--- src/hw/rtl/assert_macros.svh ---
// assertion macros shared by the rtl files, clocked on clk_i with active-low reset rst_ni
`ifndef ASSERT_MACROS_SVH
`define ASSERT_MACROS_SVH

// property must hold at every edge outside reset
`define CMA_ASSERT(label, prop, msg) \
  label: assert property (@(posedge clk_i) disable iff (!rst_ni) prop) \
    else $error(msg);

// condition must never be seen outside reset
`define CMA_NEVER(label, cond, msg) \
  label: assert property (@(posedge clk_i) disable iff (!rst_ni) !(cond)) \
    else $error(msg);

`endif

--- src/hw/rtl/cma_pkg.sv ---
// constants and types of the centered moving average block
`timescale 1ns / 1ps
`default_nettype none

package cma_pkg;

  localparam int unsigned MAX_HALF_WIDTH = 15;
  localparam int unsigned SAMPLE_BITS    = 24;
  localparam int unsigned CFG_BITS       = 4;

  localparam int unsigned STORE_DEPTH = 2 * MAX_HALF_WIDTH + 2;
  localparam int unsigned SEEN_MAX    = 2 * MAX_HALF_WIDTH + 1;
  localparam int unsigned ADDR_BITS   = $clog2(STORE_DEPTH);
  localparam int unsigned RAM_DEPTH   = 1 << ADDR_BITS;
  localparam int unsigned SUM_BITS    = SAMPLE_BITS + ADDR_BITS;
  localparam int unsigned CNT_BITS    = $clog2(STORE_DEPTH + 1);
  localparam int unsigned SEEN_BITS   = $clog2(SEEN_MAX + 1);
  localparam int unsigned H_BITS      = $clog2(MAX_HALF_WIDTH + 1);
  localparam int unsigned STEP_BITS   = $clog2(SUM_BITS + 1);

  typedef struct packed {
    logic busy;
    logic done;
  } div_stat_t;

endpackage

`default_nettype wire

--- src/hw/rtl/cma_if.sv ---
// stream and configuration interfaces of the centered moving average block
`timescale 1ns / 1ps
`default_nettype none

interface cma_in_if import cma_pkg::*; ();
  logic                          valid;
  logic                          ready;
  logic signed [SAMPLE_BITS-1:0] sample;
  logic                          final_req;

  modport source (output valid, output sample, output final_req, input ready);
  modport sink (input valid, input sample, input final_req, output ready);
endinterface

interface cma_out_if import cma_pkg::*; ();
  logic                          valid;
  logic                          ready;
  logic signed [SAMPLE_BITS-1:0] mean;
  logic                          last_out;

  modport source (output valid, output mean, output last_out, input ready);
  modport sink (input valid, input mean, input last_out, output ready);
endinterface

interface cma_cfg_if import cma_pkg::*; ();
  logic                valid;
  logic                ready;
  logic [CFG_BITS-1:0] half_width;

  modport source (output valid, output half_width, input ready);
  modport sink (input valid, input half_width, output ready);
endinterface

`default_nettype wire

--- src/hw/rtl/cma_ram.sv ---
// generic single-write single-read ram with registered read data
`timescale 1ns / 1ps
`default_nettype none

module cma_ram #(
  parameter int unsigned WIDTH = 8,
  parameter int unsigned DEPTH = 16,
  localparam int unsigned AW = $clog2(DEPTH)
) (
  input  wire logic             clk_i,
  input  wire logic             we_i,
  input  wire logic [AW-1:0]    waddr_i,
  input  wire logic [WIDTH-1:0] wdata_i,
  input  wire logic             re_i,
  input  wire logic [AW-1:0]    raddr_i,
  output logic      [WIDTH-1:0] rdata_o
);

  logic [WIDTH-1:0] mem_q [DEPTH];
  logic [WIDTH-1:0] rdata_q;

  always_ff @(posedge clk_i) begin
    if (we_i) begin
      mem_q[waddr_i] <= wdata_i;
    end
    if (re_i) begin
      rdata_q <= mem_q[raddr_i];
    end
  end

  assign rdata_o = rdata_q;

endmodule

`default_nettype wire

--- src/hw/rtl/cma_div.sv ---
// bit-serial signed divider of the window sum by the point count
`timescale 1ns / 1ps
`default_nettype none
`include "assert_macros.svh"

module cma_div import cma_pkg::*; (
  input  wire logic                       clk_i,
  input  wire logic                       rst_ni,
  input  wire logic                       start_i,
  input  wire logic signed [SUM_BITS-1:0] dividend_i,
  input  wire logic        [CNT_BITS-1:0] divisor_i,
  output div_stat_t                       stat_o,
  output logic signed [SAMPLE_BITS-1:0]   quotient_o
);

  logic                 busy_q, busy_d;
  logic                 done_q, done_d;
  logic                 neg_q, neg_d;
  logic [STEP_BITS-1:0] cnt_q, cnt_d;
  logic [SUM_BITS-1:0]  dq_q, dq_d;
  logic [CNT_BITS-1:0]  rem_q, rem_d;
  logic [CNT_BITS-1:0]  dvs_q, dvs_d;

  logic [CNT_BITS:0]    trial;
  logic [CNT_BITS:0]    diff;
  logic                 ge;
  logic [SUM_BITS-1:0]  q_signed;

  // partial remainder stays below the divisor, so one narrow compare per bit
  assign trial = {rem_q, dq_q[SUM_BITS-1]};
  assign diff  = trial - {1'b0, dvs_q};
  assign ge    = trial >= {1'b0, dvs_q};

  always_comb begin
    busy_d = busy_q;
    done_d = done_q;
    neg_d  = neg_q;
    cnt_d  = cnt_q;
    dq_d   = dq_q;
    rem_d  = rem_q;
    dvs_d  = dvs_q;
    if (start_i) begin
      busy_d = 1'b1;
      done_d = 1'b0;
      neg_d  = dividend_i[SUM_BITS-1];
      dq_d   = dividend_i[SUM_BITS-1] ? SUM_BITS'(-dividend_i) : SUM_BITS'(dividend_i);
      rem_d  = '0;
      dvs_d  = divisor_i;
      cnt_d  = STEP_BITS'(SUM_BITS);
    end else if (busy_q) begin
      // dividend bits leave at the top, quotient bits enter at the bottom
      dq_d  = {dq_q[SUM_BITS-2:0], ge};
      rem_d = ge ? diff[CNT_BITS-1:0] : trial[CNT_BITS-1:0];
      cnt_d = cnt_q - STEP_BITS'(1);
      if (cnt_q == STEP_BITS'(1)) begin
        busy_d = 1'b0;
        done_d = 1'b1;
      end
    end
  end

  always_ff @(posedge clk_i or negedge rst_ni) begin
    if (!rst_ni) begin
      busy_q <= 1'b0;
      done_q <= 1'b0;
      cnt_q  <= '0;
    end else begin
      busy_q <= busy_d;
      done_q <= done_d;
      cnt_q  <= cnt_d;
    end
  end

  always_ff @(posedge clk_i) begin
    neg_q <= neg_d;
    dq_q  <= dq_d;
    rem_q <= rem_d;
    dvs_q <= dvs_d;
  end

  // truncation toward zero: divide magnitudes, then restore the sign
  assign q_signed    = neg_q ? (~dq_q + SUM_BITS'(1)) : dq_q;
  assign quotient_o  = q_signed[SAMPLE_BITS-1:0];
  assign stat_o.busy = busy_q;
  assign stat_o.done = done_q;

  `CMA_NEVER(a_busy_and_done, busy_q && done_q, "divider busy and done at once")
  `CMA_ASSERT(a_start_runs, start_i |=> busy_q, "divider did not start")

endmodule

`default_nettype wire

--- src/hw/rtl/centered_moving_average.sv ---
// top level of the centered moving average with truncated window edges
// Usage:
//   in_i  carries one sample word per handshake, final_req marking the last
//         sample of an array; out_o carries one mean word per handshake,
//         last_out marking the result for the array's last index.
//   cfg_i writes half_width (reset value 1); write it only while idle.
//   The result for index m is given after sample m+half_width is taken; the
//   final sample of an array flushes the remaining results: half_width of them,
//   or every result of an array of at most half_width samples. Each result
//   takes an accept step, a read through the store's registered port and a
//   subtract per dropped sample, then the bit-serial divider, one quotient bit
//   per cycle over the 29-bit window sum. A sample with no result skips the divider.
//   A finished mean waits in the output register; the next sample is taken
//   while it waits, and the block stalls only when a new mean is ready and the
//   register is still full.
//   Reset empties the window and the counts, drops any pending output and sets
//   half_width to 1; the sample store needs no clearing.
`timescale 1ns / 1ps
`default_nettype none
`include "assert_macros.svh"

module centered_moving_average import cma_pkg::*; (
  input  wire logic  clk_i,
  input  wire logic  rst_ni,
  cma_in_if.sink     in_i,
  cma_out_if.source  out_o,
  cma_cfg_if.sink    cfg_i
);

  localparam logic [2:0] S_IDLE     = 3'd0;
  localparam logic [2:0] S_DROP_RD  = 3'd1;
  localparam logic [2:0] S_DROP_SUB = 3'd2;
  localparam logic [2:0] S_DIV      = 3'd3;
  localparam logic [2:0] S_PUSH     = 3'd4;
  localparam logic [2:0] S_NEXT     = 3'd5;

  logic [2:0]                state_q, state_d;
  logic [CFG_BITS-1:0]       half_width_q;
  logic signed [SUM_BITS-1:0] sum_q, sum_d;
  logic [CNT_BITS-1:0]       p_q, p_d;
  logic [SEEN_BITS-1:0]      seen_q, seen_d;
  logic [SEEN_BITS-1:0]      n_q, n_d;
  logic [ADDR_BITS-1:0]      wp_q, wp_d;
  logic [ADDR_BITS-1:0]      limit_q, limit_d;
  logic [H_BITS-1:0]         h_q, h_d;
  logic [H_BITS-1:0]         d_q, d_d;
  logic                      fin_q, fin_d;
  logic                      emit_q, emit_d;
  logic                      last_q, last_d;
  logic                      flush_q, flush_d;

  logic                      out_valid_q, out_valid_d;
  logic signed [SAMPLE_BITS-1:0] mean_q;
  logic                      last_out_q;
  logic                      out_load;

  logic                      in_accept;
  logic [H_BITS-1:0]         h_cfg;
  logic [H_BITS-1:0]         dstart;

  logic                      ram_we;
  logic [ADDR_BITS-1:0]      ram_waddr;
  logic                      ram_re;
  logic [ADDR_BITS-1:0]      ram_raddr;
  logic [SAMPLE_BITS-1:0]    ram_rdata;

  logic                      div_start;
  div_stat_t                 div_stat;
  logic signed [SAMPLE_BITS-1:0] div_q;

  function automatic logic signed [SUM_BITS-1:0] sext_sum(input logic [SAMPLE_BITS-1:0] x);
    sext_sum = {{(SUM_BITS - SAMPLE_BITS){x[SAMPLE_BITS-1]}}, x};
  endfunction

  assign in_accept = in_i.valid && in_i.ready;
  assign in_i.ready = (state_q == S_IDLE);
  assign cfg_i.ready = 1'b1;

  assign h_cfg = (32'(half_width_q) > MAX_HALF_WIDTH) ? H_BITS'(MAX_HALF_WIDTH)
                                                      : H_BITS'(half_width_q);

  // first flush distance: short arrays flush every seen index
  assign dstart = (32'(n_q) < 32'(h_q)) ? H_BITS'(n_q) : (h_q - H_BITS'(1));

  assign ram_waddr = wp_q + ADDR_BITS'(1);
  // oldest window entry: p-1 places behind the newest write
  assign ram_raddr = wp_q - p_q[ADDR_BITS-1:0] + ADDR_BITS'(1);

  assign out_load = (state_q == S_PUSH) && (!out_valid_q || out_o.ready);

  always_comb begin
    state_d   = state_q;
    sum_d     = sum_q;
    p_d       = p_q;
    seen_d    = seen_q;
    n_d       = n_q;
    wp_d      = wp_q;
    limit_d   = limit_q;
    h_d       = h_q;
    d_d       = d_q;
    fin_d     = fin_q;
    emit_d    = emit_q;
    last_d    = last_q;
    flush_d   = flush_q;
    ram_we    = 1'b0;
    ram_re    = 1'b0;
    div_start = 1'b0;

    unique case (state_q)
      S_IDLE: begin
        if (in_accept) begin
          ram_we  = 1'b1;
          wp_d    = wp_q + ADDR_BITS'(1);
          sum_d   = sum_q + sext_sum(in_i.sample);
          p_d     = p_q + CNT_BITS'(1);
          h_d     = h_cfg;
          fin_d   = in_i.final_req;
          n_d     = seen_q;
          limit_d = (ADDR_BITS'(h_cfg) << 1) + ADDR_BITS'(1);
          emit_d  = 32'(seen_q) >= 32'(h_cfg);
          last_d  = in_i.final_req && (h_cfg == '0);
          flush_d = 1'b0;
          state_d = S_DROP_RD;
        end
      end
      S_DROP_RD: begin
        if (p_q > CNT_BITS'(limit_q)) begin
          ram_re  = 1'b1;
          state_d = S_DROP_SUB;
        end else if (emit_q) begin
          div_start = 1'b1;
          state_d   = S_DIV;
        end else begin
          state_d = S_NEXT;
        end
      end
      S_DROP_SUB: begin
        sum_d   = sum_q - sext_sum(ram_rdata);
        p_d     = p_q - CNT_BITS'(1);
        state_d = S_DROP_RD;
      end
      S_DIV: begin
        if (div_stat.done) begin
          state_d = S_PUSH;
        end
      end
      S_PUSH: begin
        if (out_load) begin
          state_d = S_NEXT;
        end
      end
      S_NEXT: begin
        if (!flush_q) begin
          if (fin_q && (h_q != '0)) begin
            flush_d = 1'b1;
            emit_d  = 1'b1;
            d_d     = dstart;
            limit_d = ADDR_BITS'(dstart) + ADDR_BITS'(h_q) + ADDR_BITS'(1);
            last_d  = (dstart == '0);
            state_d = S_DROP_RD;
          end else if (fin_q) begin
            sum_d   = '0;
            p_d     = '0;
            seen_d  = '0;
            state_d = S_IDLE;
          end else begin
            if (32'(seen_q) < SEEN_MAX) begin
              seen_d = seen_q + SEEN_BITS'(1);
            end
            state_d = S_IDLE;
          end
        end else if (d_q == '0) begin
          sum_d   = '0;
          p_d     = '0;
          seen_d  = '0;
          flush_d = 1'b0;
          state_d = S_IDLE;
        end else begin
          // one step closer to the array end: window shrinks by one
          d_d     = d_q - H_BITS'(1);
          limit_d = ADDR_BITS'(d_q) + ADDR_BITS'(h_q);
          last_d  = (d_q == H_BITS'(1));
          state_d = S_DROP_RD;
        end
      end
      default: begin
        state_d = S_IDLE;
      end
    endcase
  end

  always_comb begin
    out_valid_d = out_valid_q && !out_o.ready;
    if (out_load) begin
      out_valid_d = 1'b1;
    end
  end

  always_ff @(posedge clk_i or negedge rst_ni) begin
    if (!rst_ni) begin
      state_q      <= S_IDLE;
      half_width_q <= CFG_BITS'(1);
      sum_q        <= '0;
      p_q          <= '0;
      seen_q       <= '0;
      n_q          <= '0;
      wp_q         <= '0;
      limit_q      <= '0;
      h_q          <= '0;
      d_q          <= '0;
      fin_q        <= 1'b0;
      emit_q       <= 1'b0;
      last_q       <= 1'b0;
      flush_q      <= 1'b0;
      out_valid_q  <= 1'b0;
    end else begin
      state_q <= state_d;
      if (cfg_i.valid && cfg_i.ready) begin
        half_width_q <= cfg_i.half_width;
      end
      sum_q       <= sum_d;
      p_q         <= p_d;
      seen_q      <= seen_d;
      n_q         <= n_d;
      wp_q        <= wp_d;
      limit_q     <= limit_d;
      h_q         <= h_d;
      d_q         <= d_d;
      fin_q       <= fin_d;
      emit_q      <= emit_d;
      last_q      <= last_d;
      flush_q     <= flush_d;
      out_valid_q <= out_valid_d;
    end
  end

  always_ff @(posedge clk_i) begin
    if (out_load) begin
      mean_q     <= div_q;
      last_out_q <= last_q;
    end
  end

  assign out_o.valid    = out_valid_q;
  assign out_o.mean     = mean_q;
  assign out_o.last_out = last_out_q;

  cma_ram #(
    .WIDTH (SAMPLE_BITS),
    .DEPTH (RAM_DEPTH)
  ) u_store (
    .clk_i   (clk_i),
    .we_i    (ram_we),
    .waddr_i (ram_waddr),
    .wdata_i (in_i.sample),
    .re_i    (ram_re),
    .raddr_i (ram_raddr),
    .rdata_o (ram_rdata)
  );

  cma_div u_div (
    .clk_i      (clk_i),
    .rst_ni     (rst_ni),
    .start_i    (div_start),
    .dividend_i (sum_q),
    .divisor_i  (p_q),
    .stat_o     (div_stat),
    .quotient_o (div_q)
  );

  `CMA_ASSERT(a_div_count_nonzero, (state_q == S_DIV) |-> (p_q != '0), "zero point count")
  `CMA_ASSERT(a_count_bound, p_q <= CNT_BITS'(STORE_DEPTH), "point count above store depth")
  `CMA_NEVER(a_idle_not_flushing, (state_q == S_IDLE) && flush_q, "flush left open")
  `CMA_ASSERT(a_accept_trims, in_accept |=> (state_q == S_DROP_RD), "accept did not trim")

endmodule

`default_nettype wire

--- src/flat_wrapper.sv ---
// flat-port wrapper written by rule: the top's interface ports become plain ports
module centered_moving_average_flat import cma_pkg::*;
  (clk_i, rst_ni, in_i_valid, in_i_sample, in_i_final_req, in_i_ready, out_o_valid, out_o_mean, out_o_last_out, out_o_ready, cfg_i_valid, cfg_i_half_width, cfg_i_ready);
  cma_in_if in_i_i ();
  cma_out_if out_o_i ();
  cma_cfg_if cfg_i_i ();
  input  wire logic clk_i;
  input  wire logic rst_ni;
  input wire logic [$bits(in_i_i.valid)-1:0] in_i_valid;
  input wire logic [$bits(in_i_i.sample)-1:0] in_i_sample;
  input wire logic [$bits(in_i_i.final_req)-1:0] in_i_final_req;
  output wire logic [$bits(in_i_i.ready)-1:0] in_i_ready;
  output wire logic [$bits(out_o_i.valid)-1:0] out_o_valid;
  output wire logic [$bits(out_o_i.mean)-1:0] out_o_mean;
  output wire logic [$bits(out_o_i.last_out)-1:0] out_o_last_out;
  input wire logic [$bits(out_o_i.ready)-1:0] out_o_ready;
  input wire logic [$bits(cfg_i_i.valid)-1:0] cfg_i_valid;
  input wire logic [$bits(cfg_i_i.half_width)-1:0] cfg_i_half_width;
  output wire logic [$bits(cfg_i_i.ready)-1:0] cfg_i_ready;
  assign in_i_i.valid = in_i_valid;
  assign in_i_i.sample = in_i_sample;
  assign in_i_i.final_req = in_i_final_req;
  assign in_i_ready = in_i_i.ready;
  assign out_o_valid = out_o_i.valid;
  assign out_o_mean = out_o_i.mean;
  assign out_o_last_out = out_o_i.last_out;
  assign out_o_i.ready = out_o_ready;
  assign cfg_i_i.valid = cfg_i_valid;
  assign cfg_i_i.half_width = cfg_i_half_width;
  assign cfg_i_ready = cfg_i_i.ready;
  centered_moving_average u_core (.clk_i(clk_i), .rst_ni(rst_ni), .in_i(in_i_i), .out_o(out_o_i), .cfg_i(cfg_i_i));
endmodule
--- config.mk ---
export PLATFORM = sky130hd
export DESIGN_NAME = centered_moving_average_flat
export DESIGN_NICKNAME = d
export VERILOG_FILES = /design/src/hw/rtl/cma_pkg.sv /design/src/hw/rtl/cma_if.sv /design/src/hw/rtl/cma_ram.sv /design/src/hw/rtl/cma_div.sv /design/src/hw/rtl/centered_moving_average.sv /design/src/flat_wrapper.sv
export VERILOG_INCLUDE_DIRS = /design/src /design/src/hw/rtl
export SDC_FILE = /design/constraint.sdc
export NUM_CORES = 1
export LEC_CHECK = 0
export ABC_AREA = 1
export BUFFER_PORTS_ARGS = -buffer_cell sky130_fd_sc_hd__buf_4
export CAP_MARGIN = 20
export CORE_UTILIZATION = 50
export DETAILED_ROUTE_END_ITERATION = 8
export PLACE_DENSITY_LB_ADDON = 0.3
export SETUP_SLACK_MARGIN = 0.1
export SYNTH_ARGS = -nofsm -noshare
export SYNTH_HDL_FRONTEND = slang
export SYNTH_SLANG_ARGS = --single-unit
--- constraint.sdc ---
create_clock -name clk_i -period 3.95 [get_ports clk_i]
set_input_delay 0.5925 -clock clk_i [delete_from_list [all_inputs] [get_ports clk_i]]
set_output_delay 0.5925 -clock clk_i [all_outputs]
set_load 0.05 [all_outputs]
# [Word level (Yosys, flattened, before mapping)]
# Memories as Yosys holds them, arrays and structs flattened. A register that Yosys moved wholly into a read port is not among the register bits.
# Index checks and enable logic that the tools add are counted.
[word_totals] reg_bits=149 mem_bits_rw=768 inputBits=34 output_inout_bits=28 word_cells=169 memories=1
[memory_table] memory="u_core.u_store.mem_q" words=32 word_bits=24 rd=1 rd_clocked_by_memory_dff=1 write_ports=1 line="cma_ram.sv:19" source="logic [WIDTH-1:0] mem_q [DEPTH];"
[classes] addsub=18 n_lt_le_gt_ge=5 eq_ne=20 n_mux=72 bitwise=1 reduce_logical=28
[op_table] op="29-bit 2-to-1 mux" n=8
[op_table] op="29-bit case mux with 3 select lines" n=1
[op_table] op="5-bit 2-to-1 mux" n=11
[op_table] op="6-bit 2-to-1 mux" n=6
[op_table] op="29-bit by 24-bit adder with 29-bit output" n=1
[op_table] op="1-bit 2-to-1 mux" n=29
[op_table] op="29-bit negator" n=1
[op_table] op="29-bit by 24-bit subtractor with 29-bit output" n=1
[op_table] op="5-bit by 1-bit adder with 5-bit output (second input constant)" n=5
[op_table] op="24-bit by 1-bit adder with 24-bit output (second input constant)" n=1
[op_table] op="24-bit 2-to-1 mux" n=1
[op_table] op="24-bit inverter" n=1
[op_table] op="3-bit 2-to-1 mux" n=6
[op_table] op="3-bit case mux with 6 select lines" n=1
[op_table] op="6-bit case mux with 3 select lines" n=1
[op_table] op="4-bit 2-to-1 mux" n=4
[op_table] op="4-bit logical NOT" n=3
[op_table] op="4-bit AND reduction" n=3
[op_table] op="4-bit by 4-bit adder with 5-bit output" n=2
[op_table] op="2-bit != test (second input constant)" n=5
[op_table] op="5-bit case mux with 2 select lines" n=1
[op_table] op="2-bit nonzero test" n=4
[op_table] op="4-bit by 1-bit subtractor with 4-bit output (second input constant)" n=2
[op_table] op="7-bit by 6-bit greater-or-equal comparator with 1-bit output" n=1
[op_table] op="other kinds (28)" n=45

# [Longest topological paths before layout]
[depth] depth_word=7 mapped_depth=23

# [Modules after synthesis]
# A second synthesis with hierarchy kept.
[hier_totals] cells_unflattened=4211 area_unflattened_um2=43294.0
[modules_own_cells] module="cma_ram" instances=1 cells_each=2665 area_each_um2=32000.7 seq_area_each_um2=23782.8
[modules_own_cells] module="centered_moving_average" instances=1 cells_each=1040 area_each_um2=7604.8 seq_area_each_um2=2628.8
[modules_own_cells] module="cma_div" instances=1 cells_each=506 area_each_um2=3688.5 seq_area_each_um2=1376.3

# [Worst setup path before layout]
# OpenSTA, ideal clock, no wires.
[synth_path] path_type="reg-to-reg" from="register u_core.state_q[0]" to="memory u_core.u_store.mem_q[10][0] in the netlist's numbering (enable)" setup_ps=405 arrival_ps=3077 t_required_ps=3545 setup_slack_ps=468 path_stages_with_launch=8 period_less_slack_ps=3482 cell_sequence="dfrtp_1 nor2_1 inv_1 nor2_1 nand2_1 clkinv_1 nand2_1 nor2_1"
[synth_between] elab_chain_len=6
[synth_lines] item="from (decl)" line="centered_moving_average.sv:37" source="logic [2:0] state_q, state_d;"
[synth_lines] item="from (signal assigned)" line="centered_moving_average.sv:217" source="state_q <= state_d;"
[synth_lines] item="3-bit logical NOT *" line="centered_moving_average.sv:76" source="assign in_i.ready = (state_q == S_IDLE);"
[synth_lines] item="via in_i_ready" line="flat_wrapper.sv:12" source="output wire logic [$bits(in_i_i.ready)-1:0] in_i_ready;"
[synth_lines] item="1-bit logical AND" line="centered_moving_average.sv:75" source="assign in_accept = in_i.valid && in_i.ready;"
[synth_lines] item="1-bit 2-to-1 mux" line="centered_moving_average.sv:111" source="if (in_accept) begin"
[synth_lines] item="1-bit 2-to-1 mux *" line="centered_moving_average.sv:109" source="unique case (state_q)"
[synth_lines] item="1-bit 2-to-1 mux *" line="cma_ram.sv:23" source="if (we_i) begin"
[synth_lines] item="1-bit 2-to-1 mux (implied by the code) *" line="cma_ram.sv:24" source="mem_q[waddr_i] <= wdata_i;"
[synth_lines] item="to (decl)" line="cma_ram.sv:19"
# Mark *: on every way through the listed nets, which the timed path passes. The rest lies on a longest branch.

# [Final worst setup path]
[layout_path] from="register u_core.state_q[0]" to="register u_core.sum_q[13]"
[layout_between] elab_chain_len=4
[layout_lines] item="3-bit logical NOT" line="centered_moving_average.sv:76, centered_moving_average.sv:109"
[layout_lines] item="1-bit logical AND" line="centered_moving_average.sv:75"
[layout_lines] item="2-bit != test (no source line)"
[layout_lines] item="5-bit AND reduction (no source line)"
[layout_lines] item="to (signal assigned)" line="centered_moving_average.sv:221" source="sum_q <= sum_d;"
[layout_lines] item="to (decl)" line="centered_moving_average.sv:39" source="logic signed [SUM_BITS-1:0] sum_q, sum_d;"
# Several ways; a longest one is shown, not always the timed one.
# A chain may end at the register's enable or synchronous reset.

==> results.md <==
- # DRC: 0
- Routed length on met2: 52680 um
- Die area: 0.08588 mm2
- DRT antenna net count: 0
- WL met1: 47130 um
- Run status: finished, final reports clean
- Gate Count Post-Synth: 3912
- RSZ-0062 raised after global routing: false
- Count of cell types in the netlist: 48
- Critical Path Start: u_core.state_q[0]
- Area of the multi-input gates: 0.01313 mm2
- Vias per inst: 5.719
- Classification of the worst setup path: register to register
- Fmax: 0.2713 GHz
- Via count: 29739
- Final Max Tran Viols: 0
- Total global routing overflow: 0
- R2R setup slack: 0.26 ns
- Area Overhead vs Synth: 12.78%
- Chip width: 293.1 um
- Largest net degree at the start of global routing: 124
- Largest family of logic cells by synthesized area: simple AND/OR/NAND/NOR gates
- RR Endpoint: u_core.sum_q[13]
- WL met3: 9041 um
- Antenna Cells: 0
- Syn Nets: 4031
- Total GRT Usage: 25.99%
- Die H: 293.1 um
- Layout cells sized above 1: 8.657%
- Worst skew pair latency: 0.69 ns
- Antenna violations before repair: 3
- Clock Root Buffer: clkbuf_16
- Yosys warns: 0
- CP Capture Type: register
- Top routing layer used: met5
- Mean Syn Cell Area: 10.83 um2
- RePlAce Congestion: 0.8889
- Clk_skew: 0.08040 ns
- Slew @ Worst Pin: 0.9578 ns
- CTS buffer count: 95
- Min cycle time layout: 3.686 ns
- Sequential share of the synthesized area: 65.60%
- Tcrit/Tclk final: 93.33%
- Synth Area in Simple Gates: 14.37%
- Post-DP HPWL: 68810 um
- DRT iter0 DRCs: 3238
- Max-slew headroom: 35.99%
- End point of the critical path: u_core.sum_q[13]
- Post-synth EDFFs: 853
- Mux contribution to synthesized area: 0%
- Synth Flop Type: edfxtp_1
- Clk buf depth: 3
- Synth Area in Compound Gates: 11.51%
- Hold WC Path Type: primary input to register
- Fin. Hold Viols: 0
- Number of synthesized register bits: 941
- # fillers: 6931
- Critical Path RT: 4.50 ns
- Drt pass-1 iters: 6
- I/O pin count: 62
- Post-Synth XOR/XNOR Area: 1.820%
- R2r startpoint: u_core.state_q[0]
- Port buffer count: 60
- FF/Latch Area: 0.02779 mm2
- Largest fanout on the critical path: 46
- Post-cts resize count: 0
- CTS tree: yes
- Setup repair bufs after CTS: 0
- Max Cap Viol: 0
- Vias in the first global route: 27695
- Netlist Area Pre-Place: 0.04236 mm2
- Finish-stage setup viols: 0
- Core Box Area: 0.08369 mm2
- Final #Nets: 4104
- Critical Path AT: 4.24 ns
- Clk slew on worst S/H paths: 0.06 ns
- FP Rows: 106
- # H-tree levels: 3
- Clock sink count: 941
- Setup_tns: 0 ns
- Synth Area in Adders: 2.617%
- Detailed-route wire length per cell: 21.61 um
- Ys async rst share: 8.714%
- Routed WL: 112400 um
- Worst setup SP type: register
- Global-route wire length before repair: 168600 um
- R2R depth: 16
- Initial Util: 50.61%
==> cells in the final DEF (no fill, tap or decap), types with 81 or more instances in the layout <==
cell,n
edfxtp_1,853
nor2_1,783
o21ai_0,537
nand2_1,477
inv_1,209
nand3_1,146
buf_4,143
o211ai_1,118
clkbuf_16,96
dfrtp_1,81
==> routing by layer <==
layer,vias up,GRT usage (%)
li1,13942,-
met1,14341,36.62
met2,1235,41.39
met3,215,3.949
met4,6,8.696
met5,-,0
==> stage by stage <==
stage	std cells	setup slack, ns	hold WS (ns)	cell area, um2	utilization (%)
2_1_floorplan	3912	0.4680	0.2969	42360	-
3_3_place_gp	5021	0.2729	0.4610	44690	53.40
3_5_place_dp	5021	0.1832	0.4624	44690	53.40
4_1_cts	5200	0.4207	0.07182	47770	57.08
5_1_grt	5200	0.2028	0.1055	47770	57.08
6_report	5200	0.2636	0.1003	47770	57.08
==> cells by family (layout without fill, tap and decap cells) <==
logic type,after synthesis,after routing
other cells,1,1
simple gates,1520,1520
fa+ha+maj,85,85
flops,941,941
buf+inv,406,560
compound gates,871,871
xor+xnor,88,88
==> cell usage after synthesis, types with 17 or more instances <==
master | instances | area share, %
o21ai_1 | 80 | 0.95
edfxtp_1 | 853 | 60
inv_1 | 210 | 1.9
ha_1 | 79 | 2.3
nand4_1 | 32 | 0.47
buf_1 | 19 | 0.17
dfrtp_1 | 81 | 4.8
o211ai_1 | 118 | 2.1
o21ai_0 | 537 | 6.3
o32ai_1 | 34 | 0.70
buf_2 | 58 | 0.69
a21oi_1 | 52 | 0.61
nor3_1 | 25 | 0.30
nand3_1 | 146 | 1.7
o22ai_1 | 17 | 0.25
nand2_1 | 477 | 4.2
xor2_1 | 64 | 1.3
clkbuf_1 | 91 | 0.81
xnor2_1 | 24 | 0.50
nor2_1 | 815 | 7.2
==> layout make-up <==
cell class / instances / share of cell area (%)
clock inverter: 60 / 1.207
tap: 1134 / 2.970
multi-input combinational: 2565 / 27.49
timing repair buffer: 167 / 3.232
inverter: 215 / 1.710
clock buffer: 118 / 5.223
sequential: 941 / 58.17
==> timing repair <==
item                                   in CTS  in global routing
endpoints found under the hold margin      27                  0
hold buffers                                1                  0
setup endpoints to repair                   0                  0
==> state kept, by name (all words and copies together) (netlist names), 5 cells and up <==
name                    flops
u_core.p_q                  6
u_core.u_div.dvs_q          6
u_core.u_div.rem_q          6
u_core.u_div.cnt_q          5
u_core.limit_q              5
u_core.n_q                  5
u_core.out_o.mean          24
u_core.wp_q                 5
u_core.u_store.mem_q      768
u_core.seen_q               5
u_core.u_store.rdata_o     24
u_core.u_div.dq_q          29
u_core.sum_q               29
==> worst max-delay path: stages (launching register included) <==
cell     delay, ns
dfrtp_1       0.42
nor2_1        0.16
nand2_1       0.17
buf_12        0.23
o21ai_0       0.69
ha_1          0.43
a21oi_1       0.21
nand2_1       0.16
nand2_1       0.10
nand2_1       0.13
nand2_1       0.10
nand2_1       0.18
nand2_1       0.12
nand2_1       0.09
nand2_1       0.08
nand2_1       0.05
o21ai_0       0.19
==> worst min path at each step <==
stage	cells after the start	startpoint	slack (ns)	end
after floorplan	0	rst_ni	0.30	u_core.d_q[0]
after global placement	0	u_core.u_div.dq_q[0]	0.46	u_core.out_o.mean[0]
after detailed placement	0	u_core.u_div.dq_q[0]	0.46	u_core.out_o.mean[0]
after CTS	3	cfg_i_half_width[3]	0.07	u_core.h_cfg[3]
after global routing	3	cfg_i_half_width[1]	0.11	u_core.h_cfg[1]
final	3	cfg_i_half_width[3]	0.10	u_core.h_cfg[3]
Power is left out: the tool's default activity adds up to more than one toggle a clock period on the data nets, which glitch-free logic cannot reach.
